[config.mk]
export PLATFORM = sky130hd
export DESIGN_NAME = jav_cfg_flat
export DESIGN_NICKNAME = d
export VERILOG_FILES = /design/src/rtl/jav_pkg.sv /design/src/rtl/jav_if.sv /design/src/rtl/jav_cfg.sv /design/src/flat_wrapper.sv
export SDC_FILE = /design/constraint.sdc
export NUM_CORES = 1
export LEC_CHECK = 0
export ABC_CLOCK_PERIOD_IN_PS = 2300
export BUFFER_PORTS_ARGS = -buffer_cell sky130_fd_sc_hd__clkbuf_2
export CELL_PAD_IN_SITES_DETAIL_PLACEMENT = 0
export CELL_PAD_IN_SITES_GLOBAL_PLACEMENT = 1
export CORE_UTILIZATION = 35
export CTS_BUF_LIST = sky130_fd_sc_hd__clkbuf_4
export CTS_CLUSTER_DIAMETER = 80
export CTS_CLUSTER_SIZE = 12
export DETAILED_ROUTE_END_ITERATION = 6
export GPL_TIMING_DRIVEN = 0
export PLACE_DENSITY_LB_ADDON = 0.1
export SYNTH_ARGS = -nofsm -noshare
export SYNTH_HDL_FRONTEND = slang
export SYNTH_SLANG_ARGS = --single-unit
[constraint.sdc]
create_clock -name i_clk -period 2.3 [get_ports i_clk]
set_clock_uncertainty 0.15 [all_clocks]
set_input_delay 0.115 -clock i_clk [delete_from_list [all_inputs] [get_ports i_clk]]
set_output_delay 0.115 -clock i_clk [all_outputs]
set_load 0.05 [all_outputs]
[src/rtl/jav_pkg.sv]
// package for the joint attractor velocity controller
// types, codes and widths shared by the interfaces, the register file, the divider and the core
// no dependencies
package jav_pkg;

    localparam int JOINTS_DEF = 16;

    localparam int CMD_W   = 2;
    localparam int JOINT_W = 4;
    localparam int POS_W   = 24;
    localparam int NORM_W  = 18;
    localparam int FRC_W   = 32;
    localparam int VEL_W   = 32;
    localparam int ZONE_W  = 2;
    localparam int CFG_IW  = 3;
    localparam int CFG_DW  = 20;

    localparam logic [CMD_W-1:0] CMD_LIMITS = 2'd0;
    localparam logic [CMD_W-1:0] CMD_ATTR   = 2'd1;
    localparam logic [CMD_W-1:0] CMD_FORCE  = 2'd2;
    localparam logic [CMD_W-1:0] CMD_SAMPLE = 2'd3;

    localparam logic [ZONE_W-1:0] ZONE_FREE = 2'd0;
    localparam logic [ZONE_W-1:0] ZONE_LOW  = 2'd1;
    localparam logic [ZONE_W-1:0] ZONE_HIGH = 2'd2;

    localparam logic [CFG_IW-1:0] CFG_PERIOD = 3'd0;
    localparam logic [CFG_IW-1:0] CFG_WEIGHT = 3'd1;
    localparam logic [CFG_IW-1:0] CFG_STIFF  = 3'd2;
    localparam logic [CFG_IW-1:0] CFG_DAMP   = 3'd3;
    localparam logic [CFG_IW-1:0] CFG_SFMAX  = 3'd4;
    localparam logic [CFG_IW-1:0] CFG_LFMAX  = 3'd5;
    localparam logic [CFG_IW-1:0] CFG_NOGO   = 3'd6;

    // divider: dividend and divisor widths
    localparam int DIV_NW = 64;
    localparam int DIV_DW = 52;

    typedef struct packed {
        logic [9:0]  period_ms;
        logic [15:0] error_weight;
        logic [15:0] spring_stiffness;
        logic [15:0] damping_gain;
        logic [19:0] spring_force_max;
        logic [19:0] limit_force_max;
        logic [15:0] nogo_band;
    } t_cfg;

    typedef struct packed {
        logic signed [POS_W-1:0] prev_pos;
        logic signed [POS_W-1:0] attr;
        logic signed [POS_W-1:0] lo_lim;
        logic signed [POS_W-1:0] hi_lim;
        logic signed [FRC_W-1:0] jforce;
    } t_rec;

    typedef struct packed {
        logic              start;
        logic [DIV_NW-1:0] dividend;
        logic [DIV_DW-1:0] divisor;
    } t_div_req;

    typedef struct packed {
        logic              done;
        logic [DIV_NW-1:0] quotient;
    } t_div_rsp;

endpackage

[src/rtl/jav_if.sv]


interface jav_cfg_if;
    import jav_pkg::*;
    logic              valid;
    logic              ready;
    logic [CFG_IW-1:0] index;
    logic [CFG_DW-1:0] data;
    modport source (output valid, index, data, input ready);
    modport sink (input valid, index, data, output ready);
endinterface

[src/rtl/jav_cfg.sv]
// register file holding the shared gains and limits
// depends on jav_pkg and jav_cfg_if
module jav_cfg (
    input  logic          i_clk,
    input  logic          i_rst_n,
    jav_cfg_if.sink       i_cfg,
    output jav_pkg::t_cfg o_cfg
);
    import jav_pkg::*;

    t_cfg r_cfg;

    assign i_cfg.ready = 1'b1;
    assign o_cfg       = r_cfg;

    always_ff @(posedge i_clk) begin
        if (!i_rst_n) begin
            r_cfg.period_ms        <= 10'd20;
            r_cfg.error_weight     <= 16'd256;
            r_cfg.spring_stiffness <= 16'd50;
            r_cfg.damping_gain     <= 16'd10;
            r_cfg.spring_force_max <= 20'd800;
            r_cfg.limit_force_max  <= 20'd1600;
            r_cfg.nogo_band        <= 16'd2560;
        end else if (i_cfg.valid) begin
            case (i_cfg.index)
                CFG_PERIOD: r_cfg.period_ms        <= i_cfg.data[9:0];
                CFG_WEIGHT: r_cfg.error_weight     <= i_cfg.data[15:0];
                CFG_STIFF:  r_cfg.spring_stiffness <= i_cfg.data[15:0];
                CFG_DAMP:   r_cfg.damping_gain     <= i_cfg.data[15:0];
                CFG_SFMAX:  r_cfg.spring_force_max <= i_cfg.data;
                CFG_LFMAX:  r_cfg.limit_force_max  <= i_cfg.data;
                CFG_NOGO:   r_cfg.nogo_band        <= i_cfg.data[15:0];
                default: begin
                end
            endcase
        end
    end

endmodule

[src/flat_wrapper.sv]
// flat-port wrapper written by rule: the top's interface ports become plain ports
module jav_cfg_flat import jav_pkg::*;
  (i_clk, i_rst_n, o_cfg, i_cfg_valid, i_cfg_index, i_cfg_data, i_cfg_ready);
  jav_cfg_if i_cfg_i ();
  input  logic i_clk;
  input  logic i_rst_n;
  output jav_pkg::t_cfg o_cfg;
  input wire logic [$bits(i_cfg_i.valid)-1:0] i_cfg_valid;
  input wire logic [$bits(i_cfg_i.index)-1:0] i_cfg_index;
  input wire logic [$bits(i_cfg_i.data)-1:0] i_cfg_data;
  output wire logic [$bits(i_cfg_i.ready)-1:0] i_cfg_ready;
  assign i_cfg_i.valid = i_cfg_valid;
  assign i_cfg_i.index = i_cfg_index;
  assign i_cfg_i.data = i_cfg_data;
  assign i_cfg_ready = i_cfg_i.ready;
  jav_cfg u_core (.i_clk(i_clk), .i_rst_n(i_rst_n), .i_cfg(i_cfg_i), .o_cfg(o_cfg));
endmodule
## Word level (Yosys, flattened, before mapping)

Index checks and enable logic that the tools add are counted.
W data, S select, Z words.

| word-level totals | value |
|---|---|
| bits in registers | 114 |
| latch bits | 0 |
| RAM bits | 0 |
| ROM bits | 0 |
| output and inout port bits | 115 |
| word-level logic and storage cells | 21 |
| memories | 0 |

| operators by class | value |
|---|---|
| add/subtract/negate cells | 0 |
| $mul | 0 |
| div/mod/pow operators | 0 |
| order comparisons | 0 |
| eq/ne operators | 6 |
| shift-type cells | 0 |
| muxes and demuxes | 0 |
| bitwise gates (word level) | 0 |
| reductions and logical operators | 8 |

Operators with widths:

| cell | count |
|---|---|
| $reduce_and A2 Y1 | 7 |
| $eq A3 B3 Y1 const B | 3 |
| $eq A3 B2 Y1 const B | 2 |
| $eq A3 B1 Y1 const B | 1 |
| $logic_not A3 Y1 | 1 |

## Longest topological paths before layout

| depth | value |
|---|---|
| depth in word-level cells | 2 |
| mapped depth | 5 |

## Least setup slack after synthesis

OpenSTA, ideal clock, no wires.

| path | value |
|---|---|
| path kind | in2reg |
| start point | in i_cfg_index[1] |
| end point | reg u_core.r_cfg (netlist bit u_core.o_cfg[110]) |
| setup time | 0.072 ns |
| arrival | 0.902 ns |
| path slack | 1.176 ns |
| stages | 4 |
| path buffers | 2 |
| path through | buf_4 nor4b_2 buf_4 mux2i_1 |

| between the ends | value |
|---|---|
| longest elaborated chain between the ends | 2 |

Ends and longest elaborated chain:

| element | line | text |
|---|---|---|
| from (decl) | flat_wrapper.sv:9 | `input wire logic [$bits(i_cfg_i.index)-1:0] i_cfg_index;` |
| $logic_not A3 Y1 | jav_cfg.sv:26 | `case (i_cfg.index)` |
| $reduce_and A2 Y1 (no line) | -- |  |
| to (decl) | jav_cfg.sv:11 | `t_cfg r_cfg;` |

Every way passes these cells.
A chain may end at the register's enable or synchronous reset.

## Worst setup path after layout

| path | value |
|---|---|
| start point | reg u_core.r_cfg (netlist bit u_core.o_cfg[74]) |
| end point | out o_cfg[74] in the netlist's numbering |

RTL lines:

| element | line | text |
|---|---|---|
| to (decl) | flat_wrapper.sv:7 | `output jav_pkg::t_cfg o_cfg;` |

No word-level cell between the ends.

==> results.md <==
- Area of all placed cells without fillers: 0.005739 sq mm
- Placed cell areas: 0.005273 sq mm
- Cell count after synthesis: 418
- F_max: 689.9 MHz
- Longest Clk Path Bufs: 2
- Total nets after synthesis: 444
- Gate family responsible for the most delay along the worst path: flip-flops
- Worst slew margin relative to its limit: 0.5637
- Width of the chip: 113.8 microns
- Critical Path, Cell by Cell: clkbuf_2
- Fraction of registers with async set or reset after synthesis: 0
- RSZ-0062 raised after global routing: no
- Number of buffer and inverter stages on the critical path: 1
- Sequential share of power: 0.539
- Count of flip-flops with a built-in enable after synthesis: 0
- Total via count after detailed routing: 3450
- Final count of negative-setup-slack endpoints: 0
- Top-level port count: 141
- Count of input and output buffers: 138
- Switching share of power: 0.2818
- Placer's final routability congestion estimate: 0.7467
- Required time of the worst setup path: 2.04 ns
- CTS tree: done
- Total internal power: 0.002716 W
- GR Overflow Total: 0
- Arrival time reported for the critical path endpoint: 1.18 ns
- Clock root buffer: sky130_fd_sc_hd__clkbuf_4
- Total global-route track usage: 0.2089
- Synth-to-layout area growth: 31.28%
- Switching power of the nets: 0.001066 W
- Number of DRC markers after the initial detailed-route iteration: 123
- Yosys top cell area share: 0.5220
- Register bit total from synthesis: 114
- Count of maximum capacitance violations: 0
- Top FF cell, synth: sky130_fd_sc_hd__dfxtp_1
- Overall die area: 0.01294 sq mm
- Slew at the pin with the worst max-slew slack: 0.6544 ns
- Clk pwr share: 0.334
- Flip-flop count of the largest register, all copies and words added: 114
- Via/cell ratio: 4.429
- Post-CTS resize count: 0
- Power Total: 0.003782 W
- Maximum number of pins on one net before global-route repair: 17
- Largest driver fanout on the critical path: 2
- Post-CTS clock slew at the launch and capture registers of the worst setup and hold paths: 0.09 ns
- Status: finished, final reports clean
- Number of buffers added to fix hold violations after cts: 24
- Class of the tightest hold or removal check: primary input to flip-flop
- Skew-Pair Late Insertion Delay: 0.52 ns
- Largest voltage drop on the vdd net: 0.3080 mV
- Floorplan Core Area: 0.01211 sq mm
- Worst path slowest cell: sky130_fd_sc_hd__dfxtp_1
- Number of distinct standard cells referenced by the synthesized netlist: 15
- Starting density of the core: 0.3610
- DR pass1 iterations: 6
- Die height: 113.8 microns
- Part of the Yosys area used for sequential elements: 0.5220
- Sort of element at the end of the critical path: output pin
- Synth area leader: sky130_fd_sc_hd__dfxtp_1
- Tcrit/Tclk final: 0.6303
- Number of global-route vias before repair: 3521
- Number of warnings printed during yosys synthesis: 0
- Final max-slew violation count: 0
- Static Leak: 2.951 nW
- Commonest cells post-synth: sky130_fd_sc_hd__nand2_1 (118), sky130_fd_sc_hd__dfxtp_1 (114), sky130_fd_sc_hd__mux2i_1 (114)
- Netlist area before placement: 0.004372 sq mm
- Combinational share of power: 0.127
- First-pass GRT wire length: 19.48 mm
- Synthesized area per cell: 10.46 sq um
- Average wire per standard cell: 16.08 microns
- Maximum level of the CTS H-tree: 4
- Crit-path max cell delay: 0.37 ns
- Top post-synthesis cells by area: sky130_fd_sc_hd__dfxtp_1 (52%), sky130_fd_sc_hd__mux2i_1 (26%), sky130_fd_sc_hd__nand2_1 (10%)
- Remaining design rule violation count: 0
- Number of rows created at floorplan: 40
- Number of antenna violations at the first check in global routing: 0
- Final hold viol count: 0
- Count leader, synth: sky130_fd_sc_hd__nand2_1
- Net count of the finished layout: 625
- Critical path start-end classification: flip-flop to output pin
- Type of origin of the critical path: flip-flop
- Inserted Clock Buffers: 17
- Fraction of final layout cells sized beyond drive strength 1: 0.3159
- Number of sinks on the clock net: 114
- Detailed Place HPWL: 8.862 mm
- Drt total wl: 12.52 mm
- PD cells: 659.0 mW/mm^2
- Final worst path period need: 1.450 ns
- Diodes inserted: 0
- Final sum of negative setup slack: 0 ns
- Antenna Violating Nets Remaining: 0
- Postcts setup bufs: 0
-- cells by family (layout without fill, tap and decap cells) --
group                  after synthesis  count (layout)  share of synthesized area
AND/OR/NAND/NOR                    155             155                     0.1669
multiplexers                       114             114                     0.2610
flip-flops                         114             114                     0.5220
buffers and inverters               34             227                    0.04923
other                                1               1                  0.0008578
-- routing by layer --
layer,global-route usage,vias to the layer above,wire length [microns]
li1,-,1743,-
met3,0.06111,18,655
met5,0,-,0
met4,0.07895,0,198
met1,0.2608,1594,5789
met2,0.3407,95,5880
-- tightest hold or removal path, stage by stage --
cell and delay (ns):
sky130_fd_sc_hd__buf_2 0.15, sky130_fd_sc_hd__clkbuf_1 0.25, sky130_fd_sc_hd__nand2_1 0.13, sky130_fd_sc_hd__mux2i_1 0.05
-- cells in the final DEF, fill, tap and decap left out --
cell type,netlist,final
sky130_fd_sc_hd__and4b_1,3,3
sky130_fd_sc_hd__and4bb_2,1,1
sky130_fd_sc_hd__buf_2,13,13
sky130_fd_sc_hd__buf_4,7,7
sky130_fd_sc_hd__buf_6,6,6
sky130_fd_sc_hd__bufinv_16,0,1
sky130_fd_sc_hd__clkbuf_1,8,8
sky130_fd_sc_hd__clkbuf_2,0,138
sky130_fd_sc_hd__clkbuf_4,0,21
sky130_fd_sc_hd__clkinv_1,0,5
sky130_fd_sc_hd__clkinv_2,0,4
sky130_fd_sc_hd__conb_1,1,1
sky130_fd_sc_hd__dfxtp_1,114,114
sky130_fd_sc_hd__dlygate4sd3_1,0,24
sky130_fd_sc_hd__mux2i_1,114,114
sky130_fd_sc_hd__nand2_1,118,118
sky130_fd_sc_hd__nand4b_1,2,2
sky130_fd_sc_hd__nand4b_2,1,1
sky130_fd_sc_hd__nand4bb_1,3,3
sky130_fd_sc_hd__nor2b_1,26,26
sky130_fd_sc_hd__nor4b_2,1,1
-- stage by stage --
step | util | hold WS, ns | worst slack [ns] | std cells
floorplan | - | 0.1265 | 1.176 | 418
global placement | 0.4353 | 0.2359 | 0.7943 | 724
detailed placement | 0.4353 | 0.2451 | 0.7733 | 724
CTS | 0.4739 | 0.04566 | 0.8023 | 779
global route | 0.4739 | 0.08754 | 0.7682 | 779
finish | 0.4739 | 0.06943 | 0.8504 | 779
-- path summary, 6_finish.rpt --
| kind | startpoint | endpoint | slack, ns | cells past startpoint |
|---|---|---|---|---|
| setup / recovery | u_core.o_cfg[74] | o_cfg[74] | 0.85 | 1 |
| hold / removal | i_rst_n | u_core.o_cfg[87] | 0.07 | 4 |
| setup reg to reg | u_core.o_cfg[57] | u_core.o_cfg[57] | 1.50 | 2 |
| hold reg to reg | u_core.o_cfg[105] | u_core.o_cfg[105] | 0.31 | 2 |
-- power groups by stage --
stage | registers [W] | clock network, W | logic (W)
4_1_cts | 0.00204 | 0.00130 | 0.000487
2_1_floorplan | 0.00223 | 0 | 0.000165
3_5_place_dp | 0.00209 | 0 | 0.000454
6_report | 0.00204 | 0.00126 | 0.000479
5_1_grt | 0.00205 | 0.00140 | 0.000512
3_3_place_gp | 0.00208 | 0 | 0.000449
-- area by class of cell --
| cell class | instances | area, sq um |
|---|---|---|
| plain buffers | 34 | 215.2 |
| fillers | 1278 | 6372 |
| repair buffers | 162 | 930.9 |
| flip-flops and latches | 114 | 2282 |
| multi-input cells | 270 | 1874 |
| well taps | 168 | 210.2 |
| clock inverters | 10 | 68.82 |
| clock buffers | 21 | 157.7 |
No activity file was read; power rests on OpenSTA's default activity.
