===== src/rtl/jav_pkg.sv =====
// package for the joint attractor velocity controller
// types, codes and widths shared by the interfaces, the register file, the divider and the core
// no dependencies
package jav_pkg;

    localparam int JOINTS_DEF = 16;

    localparam int CMD_W   = 2;
    localparam int JOINT_W = 4;
    localparam int POS_W   = 24;
    localparam int NORM_W  = 18;
    localparam int FRC_W   = 32;
    localparam int VEL_W   = 32;
    localparam int ZONE_W  = 2;
    localparam int CFG_IW  = 3;
    localparam int CFG_DW  = 20;

    localparam logic [CMD_W-1:0] CMD_LIMITS = 2'd0;
    localparam logic [CMD_W-1:0] CMD_ATTR   = 2'd1;
    localparam logic [CMD_W-1:0] CMD_FORCE  = 2'd2;
    localparam logic [CMD_W-1:0] CMD_SAMPLE = 2'd3;

    localparam logic [ZONE_W-1:0] ZONE_FREE = 2'd0;
    localparam logic [ZONE_W-1:0] ZONE_LOW  = 2'd1;
    localparam logic [ZONE_W-1:0] ZONE_HIGH = 2'd2;

    localparam logic [CFG_IW-1:0] CFG_PERIOD = 3'd0;
    localparam logic [CFG_IW-1:0] CFG_WEIGHT = 3'd1;
    localparam logic [CFG_IW-1:0] CFG_STIFF  = 3'd2;
    localparam logic [CFG_IW-1:0] CFG_DAMP   = 3'd3;
    localparam logic [CFG_IW-1:0] CFG_SFMAX  = 3'd4;
    localparam logic [CFG_IW-1:0] CFG_LFMAX  = 3'd5;
    localparam logic [CFG_IW-1:0] CFG_NOGO   = 3'd6;

    // divider: dividend and divisor widths
    localparam int DIV_NW = 64;
    localparam int DIV_DW = 52;

    typedef struct packed {
        logic [9:0]  period_ms;
        logic [15:0] error_weight;
        logic [15:0] spring_stiffness;
        logic [15:0] damping_gain;
        logic [19:0] spring_force_max;
        logic [19:0] limit_force_max;
        logic [15:0] nogo_band;
    } t_cfg;

    typedef struct packed {
        logic signed [POS_W-1:0] prev_pos;
        logic signed [POS_W-1:0] attr;
        logic signed [POS_W-1:0] lo_lim;
        logic signed [POS_W-1:0] hi_lim;
        logic signed [FRC_W-1:0] jforce;
    } t_rec;

    typedef struct packed {
        logic              start;
        logic [DIV_NW-1:0] dividend;
        logic [DIV_DW-1:0] divisor;
    } t_div_req;

    typedef struct packed {
        logic              done;
        logic [DIV_NW-1:0] quotient;
    } t_div_rsp;

endpackage


===== src/rtl/jav_div.sv =====
// shared restoring divider, one quotient bit per cycle, unsigned
// depends on jav_pkg
module jav_div (
    input  logic              i_clk,
    input  logic              i_rst_n,
    input  jav_pkg::t_div_req i_req,
    output jav_pkg::t_div_rsp o_rsp
);
    import jav_pkg::*;

    localparam int CW = $clog2(DIV_NW);

    logic [DIV_DW-1:0] r_rem;
    logic [DIV_DW-1:0] r_dvs;
    logic [DIV_NW-1:0] r_quo;
    logic [CW-1:0]     r_cnt;
    logic              r_busy;
    logic              r_done;
    logic [DIV_DW:0]   w_sh;
    logic [DIV_DW:0]   w_sub;
    logic              w_ge;

    assign w_sh  = {r_rem, r_quo[DIV_NW-1]};
    assign w_sub = w_sh - {1'b0, r_dvs};
    assign w_ge  = (w_sh >= {1'b0, r_dvs});

    assign o_rsp.done     = r_done;
    assign o_rsp.quotient = r_quo;

    always_ff @(posedge i_clk) begin
        if (!i_rst_n) begin
            r_busy <= 1'b0;
            r_done <= 1'b0;
            r_cnt  <= '0;
        end else begin
            r_done <= 1'b0;
            if (i_req.start) begin
                r_busy <= 1'b1;
                r_cnt  <= '0;
            end else if (r_busy) begin
                r_cnt <= r_cnt + 1'b1;
                if (r_cnt == CW'(DIV_NW - 1)) begin
                    r_busy <= 1'b0;
                    r_done <= 1'b1;
                end
            end
        end
    end

    always_ff @(posedge i_clk) begin
        if (i_req.start) begin
            r_quo <= i_req.dividend;
            r_dvs <= i_req.divisor;
            r_rem <= '0;
        end else if (r_busy) begin
            r_quo <= {r_quo[DIV_NW-2:0], w_ge};
            r_rem <= w_ge ? w_sub[DIV_DW-1:0] : w_sh[DIV_DW-1:0];
        end
    end

endmodule


===== config.mk =====
export PLATFORM = sky130hd
export DESIGN_NAME = jav_div
export DESIGN_NICKNAME = d
export VERILOG_FILES = /design/src/rtl/jav_pkg.sv /design/src/rtl/jav_div.sv
export SDC_FILE = /design/constraint.sdc
export NUM_CORES = 1
export LEC_CHECK = 0
export BUFFER_PORTS_ARGS = -buffer_cell sky130_fd_sc_hd__buf_2
export CORE_MARGIN = 1.5
export CORE_UTILIZATION = 40
export CTS_CLUSTER_SIZE = 40
export DETAILED_ROUTE_END_ITERATION = 6
export GPL_ROUTABILITY_DRIVEN = 0
export SLEW_MARGIN = 20
export SYNTH_ARGS = -nofsm -noshare
export SYNTH_HDL_FRONTEND = slang
export SYNTH_SLANG_ARGS = --single-unit
export TNS_END_PERCENT = 10

===== constraint.sdc =====
create_clock -name i_clk -period 9.2 [get_ports i_clk]
set_input_delay 1.38 -clock i_clk [delete_from_list [all_inputs] [get_ports i_clk]]
set_output_delay 1.38 -clock i_clk [all_outputs]
set_load 0.02 [all_outputs]

-- Word-level counts from Yosys, hierarchy flattened
Index checks and enable logic that the tools add are counted.
- input port bits: 119
- logic and storage cells: 22
- bits in registers: 176
- output and inout port bits: 65
- $lt $le $gt $ge: 1
- equal/unequal tests: 1
- multiplexer cells: 7
- reduce and logical (&&, ||, !) cells: 3
- add/sub/neg operators: 2
- bitwise logic cells: 2
- operator list (operator ; number):
    2-to-1 mux 64 bit ; 2
    greater-or-equal comparator 53 x 52 -> 1 bit ; 1
    2-to-1 mux 52 bit ; 1
    subtractor 52 bit ; 1
    adder 6 x 1 -> 6 bit (second input constant) ; 1
    == test 6 bit (second input constant) ; 1
    2-to-1 mux 1 bit ; 4
    OR reduction 3 bit ; 1
    inverter 1 bit ; 2
    nonzero test 2 bit ; 1
    OR reduction 2 bit ; 1

-- Longest topological paths before layout
Gate-level depths: netlist of run 1.
- word-level depth: 4
- mapped depth: 15
- depth with buffers taken out: 12

-- Least setup slack after synthesis of run 1
Ideal clock, no wire load.
- kind: input -> register
- from: input port i_req[116] (netlist bit)
- to: register r_quo[0] (enable)
- library setup time: 0.424 ns
- path buffers: 1
- arrival time: 3.113 ns
- required time: 8.776 ns
- slack: 5.663 ns
- cell stages on the path: 3
- cells stage by stage: clkbuf_1 -> inv_1 -> nand2_1
- cells in the longest elaborated chain, start to end: 1
- RTL lines (element ; line ; source):
    start, declared ; jav_div.sv:6 ; input jav_pkg::t_div_req i_req,
    nonzero test 2 bit (no line) ; -- ;
    end signal, assigned ; jav_div.sv:52 ; r_quo <= i_req.dividend;
    end signal, assigned ; jav_div.sv:56 ; r_quo <= {r_quo[DIV_NW-2:0], w_ge};
    end, declared ; jav_div.sv:15 ; logic [DIV_NW-1:0] r_quo;
Every way passes these cells.
A chain may end at the register's enable or synchronous reset.

-- Worst setup path in the final report of run 1
- from: register r_dvs[6]
- to: register r_rem[42]
- cells in the longest elaborated chain, start to end: 2
- elaborated cells between the ends (all ways): 3
- classes of those cells: 1 x add/sub; 1 x order compare; 1 x mux
- RTL lines (element ; line ; source):
    start, declared ; jav_div.sv:14 ; logic [DIV_DW-1:0] r_dvs;
    start signal, assigned ; jav_div.sv:53 ; r_dvs <= i_req.divisor;
    subtractor 52 bit / greater-or-equal comparator 53 x 52 -> 1 bit (equally long branches) ; jav_div.sv:24, jav_div.sv:25 ;
    2-to-1 mux 52 bit * ; jav_div.sv:57 ; r_rem <= w_ge ? w_sub[DIV_DW-1:0] : w_sh[DIV_DW-1:0];
    end signal, assigned ; jav_div.sv:57 ;
    end, declared ; jav_div.sv:13 ; logic [DIV_DW-1:0] r_rem;
Every way passes the cells marked *; elsewhere a longest branch is shown, timed or not.

==> results_dict.tcl, run 1 <==
set metrics [dict create \
    wl_mm 26.37 \
    maxSlewViolCount 0 \
    fp.dieH_um 163.2 \
    antenna_found_initial 3 \
    clkSinkCount 176 \
    path_clk_slew_ps 90 \
    ys_seq_area_frac 0.4564 \
    synth-compound-area-share 0.1783 \
    cp_max_fo 26 \
    crit_path_end_kind "register" \
    synth_flop_cell "edfxtp_1" \
    routed-wl-met2_mm 11.95 \
    r2r-end "r_rem[42]" \
    regToRegSetupSlack_ps 5130 \
    synth_xor_area_frac 0.03157 \
    muxShareOfSynthArea 0.08143 \
    core_area_mm2 0.02518 \
    yosys_warnings 0 \
    worstPathRequired_ps 9490 \
    relSlewSlack 0.3758 \
    num_rows 58 \
    worstHoldEndpoint "r_rem[14]" \
    tightest_slew_ps 936.3 \
    overflow 0 \
    grt_max_degree 96 \
    powerDensity_mw_per_mm2 192.3 \
    vdd_drop_max_mv 0.1507 \
    dieArea_mm2 0.02663 \
    hpwl_mm 18.79 \
    highest_layer "met5" \
    hold_depth 2 \
    crit_type "reg2reg" \
    synth_fa_ha_area_frac 0.06656 \
    dr.first_iter.drc_count 588 \
    final_nets 1377 \
    io_buffers 183 \
    finalClockSkew_ps 20.02 \
    area_growth_pct 17.51 \
    hp-class "reg2reg" \
    cts_tree "done" \
    initial_core_util 0.4076 \
    clock-root-buffer "clkbuf_16" \
    clockBufferDepth 2 \
    syn-cell-area_mm2 0.01026 \
    period_needed_ps 4068 \
    cts_buffers 17 \
    worstHoldStart "r_rem[14]" \
    cts_setup_buffers 0 \
    async_reset_ff_frac 0 \
    synthesis.nets 1230 \
    period_share 0.4421 \
    grt_pass1_wl_mm 42.77 \
    fin_setup_tns_ps 0 \
    routedWlPerCell_um 17.03 \
    die_w_um 163.2 \
    final_antenna_net_count 0 \
    r2r_cells 12 \
    rsz0062_at_grt "no" \
    drt-met1-wl_mm 12.03 \
    cts_hold_buf 0 \
    remaining_drc_errors 0 \
    crit_arrival_ps 4360 \
    power_mw 2.319 \
    drive_above_1_share 0.2490 \
    dr_wl_met3_mm 1.984 \
    yosys_register_bits 176 \
    clock.fmax_ghz 0.2458 \
    routed_via_density 5.429 \
    finalHoldViolCount 0 \
    synth_simple_gate_area_frac 0.1364 \
    holdWs_ps 485.8 \
    gr-usage-all-layers 0.2040 \
    ios 184 \
    htreeDepth 4 \
    fillers 2362 \
    reg2reg_from "r_dvs[6]" \
    avgSynthCellArea_um2 9.710 \
    grt_pass1_vias 8297 \
    synthDistinctLibCells 60 \
    status "finished, final reports clean" \
    netlist_instances 1057 \
    cts_resized 0 \
    synth_top_family_by_area "compound AO/OA/AOI/OAI gates" \
    first_pass_iters 5 \
    num_vias 8404 \
    synth_edf_count 116 \
    setup_viol 0 \
    clock_latency_ps 460 \
    cap_violations 0 \
    startpoint_type "register" \
    p_leak_nw 5.040 \
]
-- worst max path at each step --
stage | start | slack [ps] | endpoint
after floorplan | i_req[116] | 5660 | r_quo[0]
after global placement | r_dvs[6] | 4890 | r_rem[42]
after detailed placement | r_dvs[6] | 4790 | r_rem[42]
after CTS | r_dvs[6] | 4770 | r_rem[42]
after global routing | r_dvs[6] | 4840 | r_rem[50]
final | r_dvs[6] | 5130 | r_rem[42]
-- layer usage --
layer	track usage	vias to the layer above
li1	-	4176
met3	0.06552	38
met4	0.05213	6
met5	0	-
met1	0.2661	3934
met2	0.3259	250
-- metrics by stage --
stage	setup WS, ps	cell area [um2]	std cells	util
after floorplan	5663	10260	1057	-
after global placement	4892	11410	1515	0.4533
after detailed placement	4786	11410	1515	0.4533
after CTS	4771	12060	1547	0.4788
after global routing	4835	12060	1547	0.4788
final	5132	12060	1548	0.4789
-- layout by cell type, fill, tap and decap left out, types with 8 or more instances in the layout --
master | synthesis | layout
buf_2 | 10 | 182
nand2_1 | 122 | 121
edfxtp_1 | 116 | 116
nor2_1 | 86 | 86
a21oi_1 | 81 | 81
inv_1 | 68 | 68
mux2_2 | 68 | 68
dfxtp_1 | 60 | 59
ha_1 | 53 | 53
o21ai_0 | 43 | 43
a21o_1 | 24 | 24
a311oi_1 | 24 | 24
nand3_1 | 21 | 21
nand4_1 | 20 | 20
xnor2_1 | 20 | 20
xor2_1 | 17 | 17
clkbuf_16 | 0 | 17
nor3_1 | 13 | 13
a211oi_1 | 13 | 13
o21a_1 | 13 | 13
and3_1 | 12 | 12
o21bai_1 | 12 | 12
o211ai_1 | 10 | 10
a221oi_1 | 9 | 9
a31oi_1 | 8 | 8
-- Yosys cell counts (17+ instances only) --
library cell / instances / area [um2]
a21oi_1: 81 / 405.4
mux2_2: 68 / 765.7
nand3_1: 21 / 105.1
nor2_1: 86 / 322.8
xor2_1: 17 / 148.9
a311oi_1: 24 / 210.2
nand2_1: 122 / 457.9
dfxtp_1: 60 / 1201
clkbuf_1: 44 / 165.2
nand4_1: 20 / 125.1
ha_1: 53 / 663.1
edfxtp_1: 116 / 3483
o21ai_0: 43 / 215.2
a21o_1: 24 / 180.2
xnor2_1: 20 / 175.2
inv_1: 68 / 255.2
-- worst max-delay path, stage by stage (launching register included) --
cell      delay [ps]
edfxtp_1         330
inv_1             40
ha_1             360
a21oi_1          180
o21ai_0          120
o311ai_0         630
nand3_1          280
o31ai_1          510
o31a_2           580
buf_4            410
nor2_1           190
nand2_1          180
o22ai_1           90
-- sequential cells by signal, summed over array words and instances, names as in the netlist --
register  flops
r_quo        64
r_dvs        52
r_rem        52
r_cnt         6
r_busy        1
r_done        1
-- report_power, final --
part	internal, mW	total, mW	switching [mW]
clock network	0.382	0.786	0.404
registers	0.924	0.965	0.0410
logic	0.219	0.568	0.349
-- cells by family (layout without fill, tap and decap cells) --
logic type      count (synthesis)  in the layout
fa+ha+maj                      54             54
compound gates                275            275
other cells                     0              1
buf+inv                       130            290
xor+xnor                       37             37
simple gates                  310            310
flops                         176            176
mux                            75             75
-- area by class of cell --
type | instances | area (um2) | share of cell area
sequential | 176 | 4686 | 0.3885
tap | 330 | 412.9 | 0.03424
timing repair buffer | 189 | 967.2 | 0.08020
clock inverter | 15 | 216.5 | 0.01795
multi-input combinational | 751 | 5091 | 0.4221
clock buffer | 17 | 425.4 | 0.03527
antenna | 1 | 2.502 | 0.0002075
inverter | 69 | 259.0 | 0.02148
(Power assumes the default switching activity.)
==> inputs of run 2 (changes only) <==
clock period = 4.14 ns   (was 9.2 ns; I/O delays follow)
==> results_dict.tcl, run 2 (synthesis results as in run 1) <==
set metrics [dict create \
    die_w_um 163.2 \
    grt_max_degree 96 \
    final_antenna_net_count 0 \
    cp_max_fo 38 \
    power_frac_seq 0.417 \
    crit_arrival_ps 3940 \
    first_pass_iters 5 \
    rsz0062_at_grt "no" \
    clock_latency_ps 440 \
    core_area_mm2 0.02518 \
    cp-startpoint "r_dvs[21]" \
    cp.depth 12 \
    mostFrequentLayoutCells "buf_2 (182), nand2_1 (121), edfxtp_1 (116)" \
    status "finished, final reports clean" \
    highest_layer "met5" \
    cp_slowest_stage_delay_ps 520 \
    utilization 0.4837 \
    cap_violations 0 \
    maxSlewViolCount 0 \
    crit_type "reg2reg" \
    hold_depth 1 \
    drive_above_1_share 0.2573 \
    clock-root-buffer "clkbuf_16" \
    period_needed_ps 3597 \
    vdd_drop_max_mv 0.3532 \
    grt_pass1_wl_mm 42.77 \
    final_common_cell "buf_2" \
    crit_top_cell "or4_1" \
    cts_resized 0 \
    worstPathRequired_ps 4490 \
    cp_top_family "simple AND/OR/NAND/NOR gates" \
    path_clk_slew_ps 80 \
    finalHoldViolCount 0 \
    startpoint_type "register" \
    cts_tree "done" \
    relSlewSlack 0.3671 \
    ios 184 \
    drt-met1-wl_mm 12.07 \
    hp-class "in2reg" \
    clkSinkCount 176 \
    antenna_found_initial 1 \
    critPathBufInv 2 \
    tightest_slew_ps 949.3 \
    cts_buffers 17 \
    htreeDepth 4 \
    cts_setup_buffers 0 \
    power_switching_mw 1.733 \
    top_register "r_quo" \
    initial_core_util 0.4076 \
    reg2reg_from "r_dvs[21]" \
    dr_wl_met3_mm 1.705 \
    num_vias 8374 \
    crit_path_end_kind "register" \
    grt_pass1_vias 8318 \
    routed_via_density 5.361 \
    remaining_drc_errors 0 \
    fin_setup_tns_ps 0 \
    power_mw 5.133 \
    period_share 0.8688 \
    internal-power_mw 3.401 \
    setup_viol 0 \
    slowest_stage "or4_1" \
    fp.dieH_um 163.2 \
    num_rows 58 \
    cts_hold_buf 0 \
    routed-wl-met2_mm 12.09 \
    dieArea_mm2 0.02663 \
    clockBufferDepth 2 \
    r2r_cells 12 \
    hpwl_mm 19.31 \
    worstHoldStart "i_req[11]" \
    p_leak_nw 5.119 \
    comb_power_share 0.252 \
    gr-usage-all-layers 0.2037 \
    largestRegisters "r_quo (64), r_dvs (52), r_rem (52)" \
    powerDensity_mw_per_mm2 421.5 \
    area_growth_pct 18.66 \
    overflow 0 \
    io_buffers 183 \
    worstPathCellList "inv_1 > ha_1 > nand4_1 > or3_1 > or4_1 > o21ai_1 > a221oi_1 > o31a_1 > buf_12 > or4_1 > mux2_2 > a311oi_2" \
    largest_reg_flops 64 \
    diodes 0 \
    finalClockSkew_ps 16.85 \
    dr.first_iter.drc_count 396 \
    final_nets 1392 \
    clock.fmax_ghz 0.2780 \
    routedWlPerCell_um 16.86 \
    wl_mm 26.34 \
    clkPwrFrac 0.330 \
    swShare 0.3375 \
]
run 2: changes by cell type in the layout (fill, tap and decap cells not counted), sizes merged:
cell / delta
inv: -1
clkinv: +1
diode: -1
buf: +15
run 2: per-stage QoR:
| step | cells | cell area [um2] | worst slack (ps) | hold slack [ps] |
|---|---|---|---|---|
| floorplan | 1057 | 10260 | 1033 | 444.7 |
| global placement | 1530 | 11550 | 629.3 | 465.1 |
| detailed placement | 1530 | 11550 | 567.8 | 473.0 |
| CTS | 1562 | 12180 | 530.7 | 337.5 |
| global route | 1562 | 12180 | 200.6 | 335.0 |
| finish | 1562 | 12180 | 543.0 | 347.7 |
run 2: final timing paths:
kind | endpoint | slack (ps)
worst max-delay path | r_rem[47] | 540
worst min register to register | r_rem[14] | 490
worst max register to register | r_rem[47] | 540
worst min-delay path | r_dvs[11] | 350
run 2: power groups by stage:
stage / Combinational, mW / Sequential, mW / Clock [mW]
global placement: 1.29 / 2.18 / 0
detailed placement: 1.29 / 2.18 / 0
CTS: 1.30 / 2.14 / 1.74
floorplan: 0.825 / 2.25 / 0
finish: 1.30 / 2.14 / 1.70
global route: 1.44 / 2.16 / 1.80
run 2: final cells by class:
cell class	instances	area [um2]
Clock buffer	17	425.4
Clock inverter	15	201.4
Fill cell	2392	13000
Inverter	69	259.0
Multi-Input combinational cell	751	5090
Sequential cell	176	4686
Tap cell	330	412.9
Timing Repair Buffer	204	1105
run 2: per-layer routing:
layer	GRT usage	vias to the layer above
met4	0.06422	2
met5	0	-
li1	-	4207
met1	0.2633	3901
met3	0.05561	33
met2	0.3299	231
run 2: worst reg2reg max path, cell delays in order, from the launching register on:
cell and delay (ps):
edfxtp_1 320, inv_1 40, ha_1 390, nand4_1 190, or3_1 460, or4_1 520, o21ai_1 140, a221oi_1 150
o31a_1 190, buf_12 200, or4_1 400, mux2_2 280, a311oi_2 230
